===== src/hw/rtl/ngm_pkg.sv =====
// ----------------------------------------------------------------------------
// Node guarding master package
// Item types, command codes and fixed constants shared by the monitor.
// ----------------------------------------------------------------------------
package ngm_pkg;

	localparam logic [1:0] MODE_TICK  = 2'd0;
	localparam logic [1:0] MODE_FRAME = 2'd1;
	localparam logic [1:0] MODE_SETUP = 2'd2;

	localparam int MAX_RESULTS = 8;
	localparam int RCNT_W      = $clog2(MAX_RESULTS + 1);
	localparam int RIDX_W      = $clog2(MAX_RESULTS);

	localparam logic [6:0]  STATE_OPERATIONAL = 7'd5;
	localparam logic [3:0]  GUARD_BASE_HI     = 4'hE;   // identifier bits 10..7 of 0x700
	localparam logic [7:0]  TOGGLE_MASK       = 8'h80;
	localparam logic [7:0]  STATE_MASK        = 8'h7F;

	typedef struct packed {
		logic [1:0]  mode;
		logic [15:0] elapsed_ms;
		logic        tx_busy;
		logic [10:0] frame_id;
		logic [3:0]  frame_len;
		logic [7:0]  frame_byte;
		logic [2:0]  slot;
		logic [6:0]  node_id;
		logic [15:0] guard_time_ms;
	} in_item_t;

	typedef struct packed {
		logic [6:0] slot_node_id;
		logic       send_request;
		logic       report_error;
		logic       clear_error;
		logic       all_active;
		logic       all_operational;
		logic       status;
		logic       last;
	} out_item_t;

	// Handshake between the front queue and the back sequencer.
	typedef struct packed {
		logic     valid;
		in_item_t cmd;
	} cmd_req_t;

endpackage


===== src/hw/rtl/ngm_chan_if.sv =====
// ----------------------------------------------------------------------------
// Node guarding master channel
// Valid/ready channel carrying one item of a given payload type.
// ----------------------------------------------------------------------------
interface ngm_chan_if #(parameter type T = logic);
	logic valid;
	logic ready;
	T     data;

	modport source (output valid, output data, input ready);
	modport sink   (input valid, input data, output ready);
endinterface


===== src/hw/rtl/ngm_back.sv =====
// ----------------------------------------------------------------------------
// Node guarding master back end
// Holds the slot table, walks it one slot a cycle and emits the results.
// ----------------------------------------------------------------------------
module ngm_back #(
	parameter int NODES = 8
) (
	input  logic              clk,
	input  logic              arst_n,
	input  ngm_pkg::cmd_req_t cmd,
	output logic              cmd_ready,
	ngm_chan_if.source        rsp
);
	import ngm_pkg::*;

	localparam int IW = (NODES > 1) ? $clog2(NODES) : 1;
	localparam logic [IW-1:0] LAST_IDX = IW'(NODES - 1);

	localparam logic [1:0] ST_IDLE  = 2'd0;
	localparam logic [1:0] ST_TICK  = 2'd1;
	localparam logic [1:0] ST_FRAME = 2'd2;
	localparam logic [1:0] ST_EMIT  = 2'd3;

	typedef struct packed {
		logic [6:0] node;
		logic       snd;
		logic       rep;
		logic       clr;
		logic       status;
	} res_t;

	logic [6:0]  node_q   [NODES];
	logic [15:0] period_q [NODES];
	logic [15:0] cd_q     [NODES];
	logic [6:0]  st_q     [NODES];
	logic        known_q  [NODES];
	logic        tog_q    [NODES];
	logic        ans_q    [NODES];
	logic        busy_q   [NODES];
	logic        act_q    [NODES];

	logic [1:0]        state_q;
	in_item_t          cur_q;
	logic [IW-1:0]     idx_q;
	logic [RCNT_W-1:0] rcnt_q;
	logic [RIDX_W-1:0] eidx_q;
	logic              aa_q, ao_q, tick_q;
	res_t              res_q [MAX_RESULTS];
	logic              ov_q;
	out_item_t         od_q;

	// Per-slot tick evaluation at the walk index.
	logic        en, expired, rep, clr, act_n, snd;
	logic [15:0] cd_n;
	logic        ans_n, busy_n, aa_n, ao_n, at_end, setup_bad;
	logic        match, tog_ok, load;

	always_comb begin
		en      = (period_q[idx_q] != 16'd0) && (node_q[idx_q] != 7'd0);
		expired = !(cur_q.elapsed_ms < cd_q[idx_q]);
		rep     = 1'b0;
		clr     = 1'b0;
		act_n   = act_q[idx_q];
		if (!busy_q[idx_q]) begin
			if (!ans_q[idx_q]) begin
				act_n = 1'b0;
				rep   = 1'b1;
			end else if (known_q[idx_q]) begin
				act_n = 1'b1;
				clr   = 1'b1;
			end
		end
		snd    = !cur_q.tx_busy;
		busy_n = cur_q.tx_busy;
		ans_n  = cur_q.tx_busy ? ans_q[idx_q] : 1'b0;
		cd_n   = cur_q.tx_busy ? 16'd0 : period_q[idx_q];
		if (!expired) begin
			act_n  = act_q[idx_q];
			busy_n = busy_q[idx_q];
			ans_n  = ans_q[idx_q];
			cd_n   = cd_q[idx_q] - cur_q.elapsed_ms;
		end
		aa_n = aa_q;
		ao_n = ao_q;
		if (en && aa_q) begin
			if (act_n) begin
				if (!known_q[idx_q] || st_q[idx_q] != STATE_OPERATIONAL) ao_n = 1'b0;
			end else begin
				aa_n = 1'b0;
				ao_n = 1'b0;
			end
		end
	end

	assign at_end    = (idx_q == LAST_IDX);
	assign match     = (node_q[idx_q] == cur_q.frame_id[6:0]);
	assign tog_ok    = (((cur_q.frame_byte & TOGGLE_MASK) != 8'd0) == tog_q[idx_q]);
	assign setup_bad = (32'(cmd.cmd.slot) >= NODES) || (cmd.cmd.node_id == 7'd0);
	assign cmd_ready = (state_q == ST_IDLE);
	assign load      = (state_q == ST_EMIT) && (!ov_q || rsp.ready);

	always_ff @(posedge clk or negedge arst_n) begin
		if (!arst_n) begin
			state_q <= ST_IDLE;
			idx_q   <= '0;
			rcnt_q  <= '0;
			eidx_q  <= '0;
			ov_q    <= 1'b0;
			for (int i = 0; i < NODES; i++) begin
				node_q[i]   <= '0;
				period_q[i] <= '0;
				cd_q[i]     <= '0;
				st_q[i]     <= '0;
				known_q[i]  <= 1'b0;
				tog_q[i]    <= 1'b0;
				ans_q[i]    <= 1'b0;
				busy_q[i]   <= 1'b0;
				act_q[i]    <= 1'b0;
			end
		end else begin
			if (rsp.ready) ov_q <= 1'b0;
			case (state_q)
				ST_IDLE: begin
					idx_q  <= '0;
					eidx_q <= '0;
					if (cmd.valid) begin
						case (cmd.cmd.mode)
							MODE_TICK: begin
								rcnt_q  <= '0;
								state_q <= ST_TICK;
							end
							MODE_FRAME: state_q <= ST_FRAME;
							default: begin
								rcnt_q  <= RCNT_W'(1);
								state_q <= ST_EMIT;
								if (!setup_bad) begin
									node_q[IW'(cmd.cmd.slot)]   <= cmd.cmd.node_id;
									period_q[IW'(cmd.cmd.slot)] <= cmd.cmd.guard_time_ms;
									cd_q[IW'(cmd.cmd.slot)]     <= '0;
									st_q[IW'(cmd.cmd.slot)]     <= '0;
									known_q[IW'(cmd.cmd.slot)]  <= 1'b0;
									tog_q[IW'(cmd.cmd.slot)]    <= 1'b0;
									ans_q[IW'(cmd.cmd.slot)]    <= 1'b1;
									busy_q[IW'(cmd.cmd.slot)]   <= 1'b0;
									act_q[IW'(cmd.cmd.slot)]    <= 1'b0;
								end
							end
						endcase
					end
				end
				ST_TICK: begin
					idx_q <= idx_q + IW'(1);
					if (en) begin
						cd_q[idx_q]   <= cd_n;
						act_q[idx_q]  <= act_n;
						busy_q[idx_q] <= busy_n;
						ans_q[idx_q]  <= ans_n;
						if (expired && rcnt_q != RCNT_W'(MAX_RESULTS))
							rcnt_q <= rcnt_q + RCNT_W'(1);
					end
					if (at_end) begin
						state_q <= ST_EMIT;
						if (rcnt_q == '0 && !(en && expired)) rcnt_q <= RCNT_W'(1);
					end
				end
				ST_FRAME: begin
					idx_q <= idx_q + IW'(1);
					if (match) begin
						state_q <= ST_IDLE;
						if (tog_ok) begin
							ans_q[idx_q]   <= 1'b1;
							st_q[idx_q]    <= 7'(cur_q.frame_byte & STATE_MASK);
							known_q[idx_q] <= 1'b1;
							tog_q[idx_q]   <= ~tog_q[idx_q];
						end
					end else if (at_end) begin
						state_q <= ST_IDLE;
					end
				end
				default: begin
					if (load) begin
						ov_q   <= 1'b1;
						eidx_q <= eidx_q + RIDX_W'(1);
						if (RCNT_W'(eidx_q) + RCNT_W'(1) == rcnt_q) state_q <= ST_IDLE;
					end
				end
			endcase
		end
	end

	// Payload registers: command, summaries, result buffer, output stage.
	always_ff @(posedge clk) begin
		if (state_q == ST_IDLE && cmd.valid) begin
			cur_q  <= cmd.cmd;
			tick_q <= (cmd.cmd.mode == MODE_TICK);
			aa_q   <= 1'b1;
			ao_q   <= 1'b1;
			res_q[0] <= '{node: cmd.cmd.node_id, snd: 1'b0, rep: 1'b0, clr: 1'b0,
				status: setup_bad};
		end
		if (state_q == ST_TICK) begin
			aa_q <= aa_n;
			ao_q <= ao_n;
			if (en && expired && rcnt_q != RCNT_W'(MAX_RESULTS))
				res_q[RIDX_W'(rcnt_q)] <= '{node: node_q[idx_q], snd: snd, rep: rep,
					clr: clr, status: 1'b0};
			else if (at_end && rcnt_q == '0)
				res_q[0] <= '0;
		end
		if (load) begin
			od_q.slot_node_id    <= res_q[eidx_q].node;
			od_q.send_request    <= res_q[eidx_q].snd;
			od_q.report_error    <= res_q[eidx_q].rep;
			od_q.clear_error     <= res_q[eidx_q].clr;
			od_q.status          <= res_q[eidx_q].status;
			od_q.all_active      <= tick_q && aa_q;
			od_q.all_operational <= tick_q && ao_q;
			od_q.last            <= (RCNT_W'(eidx_q) + RCNT_W'(1) == rcnt_q);
		end
	end

	assign rsp.valid = ov_q;
	assign rsp.data  = od_q;

endmodule


===== src/flat_wrapper.sv =====
// flat-port wrapper written by rule: the top's interface ports become plain ports
module ngm_back_flat import ngm_pkg::*;
#(
	parameter int NODES = 8
)
  (clk, arst_n, cmd, cmd_ready, rsp_valid, rsp_data, rsp_ready);
  ngm_chan_if rsp_i ();
  input  logic clk;
  input  logic arst_n;
  input  ngm_pkg::cmd_req_t cmd;
  output logic cmd_ready;
  output wire logic [$bits(rsp_i.valid)-1:0] rsp_valid;
  output wire logic [$bits(rsp_i.data)-1:0] rsp_data;
  input wire logic [$bits(rsp_i.ready)-1:0] rsp_ready;
  assign rsp_valid = rsp_i.valid;
  assign rsp_data = rsp_i.data;
  assign rsp_i.ready = rsp_ready;
  ngm_back #(.NODES(NODES)) u_core (.clk(clk), .arst_n(arst_n), .cmd(cmd), .cmd_ready(cmd_ready), .rsp(rsp_i));
endmodule

===== config.mk =====
export PLATFORM = sky130hd
export DESIGN_NAME = ngm_back_flat
export DESIGN_NICKNAME = d
export VERILOG_FILES = /design/src/hw/rtl/ngm_pkg.sv /design/src/hw/rtl/ngm_chan_if.sv /design/src/hw/rtl/ngm_back.sv /design/src/flat_wrapper.sv
export SDC_FILE = /design/constraint.sdc
export NUM_CORES = 1
export LEC_CHECK = 0
export ABC_CLOCK_PERIOD_IN_PS = 7500
export BUFFER_PORTS_ARGS = -buffer_cell sky130_fd_sc_hd__buf_4
export CORE_MARGIN = 4
export CORE_UTILIZATION = 52
export DETAILED_ROUTE_END_ITERATION = 8
export HOLD_SLACK_MARGIN = 0.12
export PLACE_DENSITY = 0.7
export SLEW_MARGIN = 15
export SYNTH_ARGS = -nofsm -noshare
export SYNTH_HDL_FRONTEND = slang
export SYNTH_SLANG_ARGS = --single-unit

===== constraint.sdc =====
create_clock -name clk -period 7.5 [get_ports clk]
set_input_delay 0 -clock clk [delete_from_list [all_inputs] [get_ports clk]]
set_output_delay 0 -clock clk [all_outputs]
set_load 0.05 [all_outputs]

==> results of run 1 <==
[per-stage QoR]
step                      total power (W)  setup slack, ps  cell area, µm²  hold slack [ps]
final                             0.00820             1870           20600              160
after global routing              0.00867             1560           20600              149
after CTS                         0.00818             2130           20600              144
after detailed placement          0.00628             2120           18800            -10.5
after global placement            0.00616             2180           18800            -10.5
after floorplan                   0.00537             2180           18000             -296
[critical path: cells and delay by family, from the launching register on]
family	cells	cell delay (ps)
simple gates	3	1830
compound gates	4	1340
flops	1	850
buf+inv	1	790
fa+ha+maj	1	470
mux	1	240
[cell usage after synthesis, drive strengths merged (12+ instances only)]
| cell type | number |
|---|---|
| a21oi | 36 |
| a221o | 15 |
| a221oi | 15 |
| a22oi | 16 |
| and2 | 30 |
| and3 | 12 |
| buf | 39 |
| clkbuf | 57 |
| dfrtp | 325 |
| edfxtp | 25 |
| ha | 26 |
| inv | 30 |
| mux2 | 232 |
| mux2i | 142 |
| mux4 | 36 |
| nand2 | 175 |
| nand2b | 17 |
| nand3 | 17 |
| nor2 | 47 |
| nor3 | 25 |
| o21ai | 26 |
[metal layers]
| layer | global-route usage [%] | wire (µm) | vias to the layer above | part of all wire [%] |
|---|---|---|---|---|
| met5 | 0 | 0 | - | 0 |
| met4 | 7.68 | 1450 | 0 | 3.0 |
| met3 | 4.01 | 2950 | 91 | 6.1 |
| met2 | 41.8 | 23400 | 434 | 48 |
| met1 | 34.9 | 20600 | 6455 | 43 |
| li1 | - | - | 5586 | - |
[registers in the layout, summed over array words and instances, names as in the netlist, 2 cells and up]
signal / count
u_core.cd_q: 128
u_core.period_q: 128
u_core.node_q: 56
u_core.cur_q: 24
u_core.rcnt_q: 4
u_core.eidx_q: 3
u_core.idx_q: 3
u_core.state_q: 2
[kinds of logic (layout without fill, tap and decap cells)]
kind of cell             count (synthesis)  in the layout  share of synthesized area (%)
buffers and inverters                  127            248                           3.59
flip-flops                             350            350                           49.3
multiplexers                           410            410                           27.2
adder cells (fa/ha/maj)                 27             27                           1.92
XOR/XNOR                                19             19                          0.923
AO/OA/AOI/OAI                          178            178                           7.18
AND/OR/NAND/NOR                        373            373                           9.94
[cell usage in the layout (no fill, tap or decap), types with 20 or more instances in the layout]
master / instances
mux2_2: 197
dlygate4sd3_1: 55
a21oi_1: 36
nor2_1: 44
buf_4: 87
mux2i_1: 142
clkbuf_16: 39
edfxtp_1: 25
and2_1: 30
nand2_1: 175
ha_1: 26
o21ai_0: 22
inv_1: 28
nor3_1: 24
mux2_1: 20
mux4_2: 36
dfrtp_1: 322
[cell type report]
type                       count  area (µm²)
fill                        2755       13300
sequential                   350        8890
multi-input combinational   1007        8520
timing repair buffer         145        1270
clock buffer                  61        1160
tap                          448         561
inverter                      31         116
clock inverter                11        87.6
[path summary, 6_finish.rpt]
check	from	to	slack, ps	cells past startpoint
max in group asynchronous	arst_n	u_core.period_q[61]	5890	4
min	cmd[64]	u_core.cur_q[64]	160	2
max	u_core.idx_q[0]	u_core.cd_q[113]	1870	10
max reg2reg	u_core.idx_q[0]	u_core.cd_q[113]	1870	10
min in group asynchronous	arst_n	u_core.eidx_q[1]	610	4
min reg2reg	u_core.node_q[38]	u_core.node_q[38]	500	1
[power groups by stage]
stage	Sequential (W)	Combinational, W	Clock [W]
floorplan	0.00285	0.00252	0
global placement	0.00300	0.00316	0
detailed placement	0.00303	0.00325	0
CTS	0.00301	0.00329	0.00189
global route	0.00309	0.00360	0.00198
finish	0.00301	0.00332	0.00187
==> implementation parameters, run 1 <==
Parameter                              Value

Floorplan
  DIE HEIGHT    ~200 µm
  Initial cell density of the core    53.2%
  Cell Rows    67
  Total die area    37700 µm²
  Die width    between 150 and 200 µm
  Top-level I/O count    75
  Core area    33900 µm²

Pwr
  Static Leak    9.07 nW
  Sequential share of power    between 30 and 40%
  Switch Pwr    approximately 0.0031 W
  Cell internal power dissipation    0.00511 W
  Total power density per cell area    398 nW/µm²
  Switching fraction of total power    a little under two fifths
  Clock network fraction of total power    22.8%
  Maximum resistive drop on vdd    0.284 mV
  Portion of total power attributed to combinational logic    40.5%

Logic synthesis
  Number of nets in the synthesized netlist    1583
  Synth top area share    45.1%
  Fraction of synthesis flops using an asynchronous set or reset pin    92.9%
  Share of the yosys chip area belonging to registers    49.3%
  Post-Synthesis Cells    1484
  Post-Synthesis Mean Instance Area    12.1 µm²
  Main flop type after synthesis    dfrtp_1
  Most area-hungry cell type in the Yosys netlist    dfrtp_1
  Total of flip-flops plus latches after synthesis    350
  Netlist cell types    75
  Synth Cell Area    about 18000 µm²
  Cell types with the largest area share after synthesis    dfrtp_1 45%, mux2_2 12%, mux2i_1 7.9%, mux4_2 4.5%, edfxtp_1 4.2%
  Yosys warning total    0
  Number of enable-type register cells in the synthesized netlist    25

Critical path
  Worst-path maximum fanout    33
  Series of cell instances along the critical path    clkinv_1 > a221oi_1 > o22ai_1 > ha_1 > nand4_1 > nor4_1 > a31oi_2 > nor4_1 > a21oi_1 > mux2i_1
  Startpoint-to-endpoint class of the critical path    register to register
  Endpoint kind of the worst setup timing path    register
  Worst stage delay on the critical path    about 850 ps
  Arr. time, crit path    6090 ps
  Slowest stage cell on the critical path    dfrtp_2
  Most numerous cell on the critical path    nor4_1
  Element type at the critical path start    register
  Data required time at the worst endpoint    7960 ps

Drt
  First DRT Iteration DRCs    1052
  Final wirelength    48500 µm
  Via count    12600
  Detail-routed net length per standard cell    23.6 µm
  Post-DRT Antenna Nets    0
  DRC violation count after routing    0
  Number of iterations in the first detailed-routing pass    5
  Per-cell via count in the routed design    6.12

Flow run
  Maxcap violations    0

Timing
  Unrepaired setup endpoints after global routing    false
  Final number of max-transition violations    0
  Worst Max-Slew Pin Slew    1100 ps
  Final critical delay including setup and external delays    5630 ps
  Final Hold Violating Endpoints    0
  Setup violations, final    0
  Final period util    75.1%
  Fin Setup TNS    0 ps
  Worst slew margin relative to its limit    26.9%
  Fmax achieved    ~180 MHz
  Worst clock skew    22.6 ps

Placement
  Number of I/O port buffers    58
  Number of cells after detailed placement    1925
  Half-perimeter wire length after placement    29400 µm
  Weighted congestion at the end of routability-driven global placement    0.895

CTS
  CTS buffer count    39
  Clock net sink count    350
  Number of buffers inserted to repair setup after CTS    0
  CTS clk-pin slew, worst paths    approximately 60 ps
  Clock insertion delay at the later pin of the skew report    560 ps
  H-Tree Depth    2
  Master cell of the clock root buffer    clkbuf_16
  Post-CTS Resized    0
  Number of buffers inserted for hold repair after clock tree synthesis    56
  CTS tree    done
  Number of buffers on the longest clock path    3

Layout
  Ant. Diodes    0
  Net total in the final layout    1673
  Proportion of layout cells with a drive suffix above 1    26.0%
  Relative area change from synthesis to final layout    14.3%
  Non-filler instance count after layout    2053
  Final core occ    60.8%

Global route
  Wire length of the first global-routing pass    approximately 75000 µm
  Number of global-route vias before repair    12900
  Overall overflow remaining after global route    0
  Largest net degree at the start of global routing    193
  Initial antenna violation count    0
  Total global routing track utilization    25.4%

Outcome
  Outcome    finished, final reports clean

Hold path
  Class of the tightest hold or removal check    input pin to register
No activity file was read; power rests on OpenSTA's default activity.
==> run 2: changes to the inputs <==
Settings changed: ABC_CLOCK_PERIOD_IN_PS 7500 to 5100, PLACE_DENSITY 0.7 to 0.73.
Clock period 7.5 ns to 5.1 ns, I/O delays scaled along.
==> run 2 against run 1 <==
Against the previous run:
- maximum frequency is 17% higher
- cell count is 0.73% higher
- flip-flop and latch count stayed put
- utilization is 0.52 points higher
- first-iteration DRC count is 6.0% higher
- critical path depth is 4 higher
- wire length hardly changed
==> implementation parameters, run 2 (synthesis results as in run 1) <==
Parameter                              Value

Outcome
  Outcome    finished, final reports clean

Floorplan
  Initial cell density of the core    53.2%
  Total die area    37700 µm²
  Die width    194 µm
  Top-level I/O count    75
  DIE HEIGHT    between 150 and 200 µm
  Cell Rows    67
  Core area    33900 µm²

CTS
  Number of buffers inserted to repair setup after CTS    0
  CTS buffer count    38
  H-Tree Depth    2
  Clock insertion delay at the later pin of the skew report    550 ps
  Master cell of the clock root buffer    clkbuf_16
  Clock net sink count    350
  CTS tree    done
  CTS clk-pin slew, worst paths    60 ps
  Number of buffers on the longest clock path    3

Timing
  Fin Setup TNS    0 ps
  Worst slew margin relative to its limit    32.6%
  Final period util    94.1%
  Final number of max-transition violations    0
  Worst clock skew    21.4 ps
  Setup violations, final    0
  Worst Max-Slew Pin Slew    1010 ps
  Final critical delay including setup and external delays    4800 ps
  Fmax achieved    208 MHz
  Final Hold Violating Endpoints    0
  Unrepaired setup endpoints after global routing    false

Critical path
  Data required time at the worst endpoint    5490 ps
  Endpoint of the worst register-to-register path    u_core.cd_q[5]
  Worst Reg2Reg Path Length in Cells    14
  Worst-path maximum fanout    31
  Endpoint kind of the worst setup timing path    register
  Element type at the critical path start    register
  Register-to-register path setup slack    300 ps
  Origin of the critical flop-to-flop path    u_core.idx_q[1]
  Startpoint-to-endpoint class of the critical path    register to register
  Arr. time, crit path    around 5200 ps

Pwr
  Static Leak    9.16 nW
  Switching fraction of total power    37.2%
  Maximum resistive drop on vdd    0.361 mV
  Cell internal power dissipation    0.00778 W
  Total power density per cell area    ~600 nW/µm²
  Switch Pwr    approximately 0.0046 W
  Sequential share of power    35.8%
  Clock network fraction of total power    23.0%
  Portion of total power attributed to combinational logic    about two fifths

Drt
  First DRT Iteration DRCs    1115
  Detail-routed net length per standard cell    23.4 µm
  Final wirelength    around 48000 µm
  Via count    between 10000 and 15000
  DRC violation count after routing    0
  Per-cell via count in the routed design    6.17
  Post-DRT Antenna Nets    0
  Number of iterations in the first detailed-routing pass    5

Global route
  Wire length of the first global-routing pass    76500 µm
  Number of global-route vias before repair    13300
  Overall overflow remaining after global route    0
  Initial antenna violation count    0
  Total global routing track utilization    about a quarter
  Largest net degree at the start of global routing    about 150

Layout
  Biggest registers after layout    u_core.cd_q x128, u_core.period_q x128, u_core.node_q x56
  Filler cells    roughly 2700
  Footprint of the multi-input gates    8520 µm²
  Leading cell type in the layout, fill and taps excluded    dfrtp_1
  Proportion of layout cells with a drive suffix above 1    27.1%
  Final core occ    approximately three fifths
  Relative area change from synthesis to final layout    15.2%
  Net total in the final layout    approximately 1700
  Ant. Diodes    0
  Most frequent cells in the layout    322 x dfrtp_1, 197 x mux2_2, 175 x nand2_1
  Register area    8890 µm²

Placement
  Weighted congestion at the end of routability-driven global placement    0.894
  Half-perimeter wire length after placement    30800 µm
  Number of I/O port buffers    just under 60

Hold path
  Class of the tightest hold or removal check    input pin to async pin

Flow run
  Maxcap violations    0
[run 2: metal layers]
layer,global-route usage [%],wire [µm]
met4,8.75,1630
met2,41.7,23300
met3,3.86,2890
met1,35.1,20600
met5,0,0
[run 2: power groups by stage]
stage | Sequential, W | Clock (W) | Combinational (W)
final | 0.00443 | 0.00285 | 0.00510
after CTS | 0.00441 | 0.00288 | 0.00504
after global routing | 0.00454 | 0.00301 | 0.00551
after floorplan | 0.00419 | 0 | 0.00370
after detailed placement | 0.00445 | 0 | 0.00499
after global placement | 0.00439 | 0 | 0.00484
[run 2: repair_timing]
item	CTS	global route
setup endpoints to repair	0	9
endpoints found under the hold margin	325	0
hold buffers	53	0
gates resized for setup	0	1
[run 2: per-stage QoR]
step                worst slack [ps]  hold slack, ps  area (µm²)  power [W]  std cells
floorplan                       7.43            -296       18000    0.00789       1484
global placement                 526             151       19000    0.00923       1947
detailed placement               367             157       19000    0.00944       1947
CTS                              326             158       20800     0.0123       2068
global route                    34.6             174       20800     0.0131       2068
finish                           303             141       20800     0.0124       2068
[run 2: how the worst max path moves through the flow]
| stage | start | to | slack, ps | cells after the start |
|---|---|---|---|---|
| 2_1_floorplan | u_core.idx_q[1] | u_core.cd_q[108] | 7 | 17 |
| 3_3_place_gp | u_core.idx_q[1] | u_core.cd_q[61] | 530 | 11 |
| 3_5_place_dp | u_core.idx_q[1] | u_core.cd_q[77] | 370 | 11 |
| 4_1_cts | u_core.idx_q[1] | u_core.cd_q[77] | 330 | 11 |
| 5_1_grt | u_core.idx_q[1] | u_core.cd_q[21] | 30 | 14 |
| 6_report | u_core.idx_q[1] | u_core.cd_q[5] | 300 | 14 |
[run 2: area by class of cell]
type | instances | area share [%]
repair buffers | 164 | 6.72
inverters | 31 | 0.560
clock inverters | 12 | 0.771
well taps | 448 | 2.70
multi-input cells | 1007 | 41.0
flip-flops and latches | 350 | 42.8
clock buffers | 56 | 5.44
[run 2: worst max-delay path: stages, from the launching register on]
cell	delay (ps)
dfrtp_4	740
inv_2	290
nor2_1	530
buf_4	230
a21oi_1	60
o221ai_1	300
fa_1	290
nand3_1	120
a21oi_1	240
o21ai_1	240
a31oi_2	460
buf_4	270
nor3_1	80
a21oi_1	550
mux2i_1	180
==> run 3: changes to the inputs <==
Settings changed: CTS_BUF_LIST from default to sky130_fd_sc_hd__clkbuf_16.
==> run 3 against run 2 <==
Against the previous run:
- count of clock-buffer cells in the layout shrank 16
- cell count is the same
- largest cell class unchanged
- combinational power is essentially flat
- die area is the same
- cell area shrank 0.34%
- clock skew is essentially flat
- worst hold slack gained 2.1 ps
- global-route usage is essentially flat
==> implementation parameters, run 3 (synthesis results as in run 1) <==
Parameter                              Value

Outcome
  Outcome    finished, final reports clean

Global route
  Overall overflow remaining after global route    0
  Total global routing track utilization    about a quarter
  Initial antenna violation count    0
  Number of global-route vias before repair    13300
  Wire length of the first global-routing pass    76400 µm
  Largest net degree at the start of global routing    149

Pwr
  Static Leak    9.16 nW
  Total power density per cell area    591 nW/µm²
  Maximum resistive drop on vdd    about 0.36 mV

Critical path
  Worst-path maximum fanout    31
  Data required time at the worst endpoint    5490 ps
  Arr. time, crit path    between 5000 and 6000 ps
  Endpoint of the worst register-to-register path    u_core.cd_q[5]
  Worst Reg2Reg Path Length in Cells    14
  Origin of the critical flop-to-flop path    u_core.idx_q[1]
  Worst setup startpoint    u_core.idx_q[1]
  End point of the critical path    u_core.cd_q[5]
  Startpoint-to-endpoint class of the critical path    register to register
  Register-to-register path setup slack    310 ps
  Element type at the critical path start    register
  Endpoint kind of the worst setup timing path    register

Drt
  Via count    12700
  DRC violation count after routing    0
  Per-cell via count in the routed design    6.15
  First DRT Iteration DRCs    1119
  Post-DRT Antenna Nets    0
  Final wirelength    48300 µm
  Number of iterations in the first detailed-routing pass    5
  Detail-routed net length per standard cell    23.4 µm

Layout
  Relative area change from synthesis to final layout    14.9%
  Net total in the final layout    between 1500 and 2000
  Finished layout cell area    20700 µm²
  Leading cell type in the layout, fill and taps excluded    dfrtp_1
  Ant. Diodes    0
  Non-filler instance count after layout    just over 2000
  Filler cells    2683
  Most frequent cells in the layout    322 x dfrtp_1, 197 x mux2_2, 175 x nand2_1
  Proportion of layout cells with a drive suffix above 1    26.7%
  Biggest registers after layout    u_core.cd_q x128, u_core.period_q x128, u_core.node_q x56

Floorplan
  Total die area    37700 µm²
  Cell Rows    67
  DIE HEIGHT    between 150 and 200 µm
  Top-level I/O count    between 70 and 80
  Initial cell density of the core    53.2%
  Die width    194 µm
  Core area    33900 µm²

Timing
  Final period util    between 90% and 100%
  Fmax achieved    between 200 and 250 MHz
  Final Hold Violating Endpoints    0
  Unrepaired setup endpoints after global routing    false
  Worst Max-Slew Pin Slew    slightly above 1000 ps
  Worst slew margin relative to its limit    32.3%
  Worst clock skew    between 20 and 25 ps
  Final critical delay including setup and external delays    4790 ps
  Final number of max-transition violations    0
  Fin Setup TNS    0 ps
  Setup violations, final    0
  Final worst-path setup slack    about 310 ps

Placement
  Number of cells after detailed placement    1947
  Number of I/O port buffers    58
  Weighted congestion at the end of routability-driven global placement    between 0.8 and 0.9
  Half-perimeter wire length after placement    30800 µm
  Post-Place Setup Slack    367 ps
  Area of placed instances    19000 µm²

Flow run
  Maxcap violations    0

CTS
  Master cell of the clock root buffer    clkbuf_16
  Clock net sink count    350
  H-Tree Depth    2
  CTS tree    done
  Clock insertion delay at the later pin of the skew report    550 ps
  Number of buffers on the longest clock path    3
  CTS buffer count    38
  CTS clk-pin slew, worst paths    60 ps
  Number of buffers inserted to repair setup after CTS    0

Hold path
  Class of the tightest hold or removal check    input pin to async pin
==> run 3: critical path: stages (launching register included) <==
cell	delay (ps)
dfrtp_4	750
inv_2	290
nor2_1	540
buf_4	230
a21oi_1	60
o221ai_1	300
fa_1	290
nand3_1	120
a21oi_1	240
o21ai_1	230
a31oi_2	460
buf_4	270
nor3_1	80
a21oi_1	550
mux2i_1	170
==> run 3: report_power, final <==
group / internal (W) / leakage [nW] / switching (W)
clock network: 0.00158 / 0.632 / 0.00114
registers: 0.00377 / 4.60 / 0.000658
logic: 0.00231 / 3.93 / 0.00279
total: 0.00766 / 9.16 / 0.00459
==> run 3: worst min path at each step <==
stage / start / to / slack, ps / depth (start not counted)
6_report: arst_n / u_core.eidx_q[0] / 140 / 2
5_1_grt: cmd[59] / u_core.cur_q[59] / 170 / 2
4_1_cts: cmd[52] / u_core.cur_q[52] / 160 / 2
3_5_place_dp: arst_n / u_core.cd_q[75] / 160 / 1
3_3_place_gp: arst_n / u_core.eidx_q[1] / 150 / 1
2_1_floorplan: arst_n / u_core.cd_q[0] / -300 / 0
==> run 3: area by class of cell <==
class | count | area, µm² | share of cell area (%)
clock buffers | 40 | 1000 | 4.83
clock inverters | 28 | 220 | 1.06
inverters | 31 | 116 | 0.562
multi-input cells | 1007 | 8520 | 41.1
flip-flops and latches | 350 | 8890 | 42.9
well taps | 448 | 561 | 2.71
repair buffers | 164 | 1400 | 6.74
==> run 3: stage by stage <==
step | total power (W) | util [%] | hold WS (ps)
CTS | 0.0122 | 61.1 | 158
detailed placement | 0.00944 | 56.0 | 157
finish | 0.0122 | 61.1 | 143
global route | 0.0129 | 61.1 | 174
floorplan | 0.00789 | - | -296
global placement | 0.00923 | 56.0 | 151
==> run 3: what timing repair did <==
action                                  in CTS  in global routing
gates resized for setup                      0                  1
endpoints found under the hold margin      325                  0
hold buffers                                53                  0
endpoints found under the setup margin       0                  9
==> run 3: routing by layer <==
metal,track usage [%],part of all wire (%),up-vias
met3,3.68,6.2,111
met5,0,0,-
li1,-,-,5626
met4,8.98,3.4,0
met2,41.8,48,483
met1,35.1,42,6501
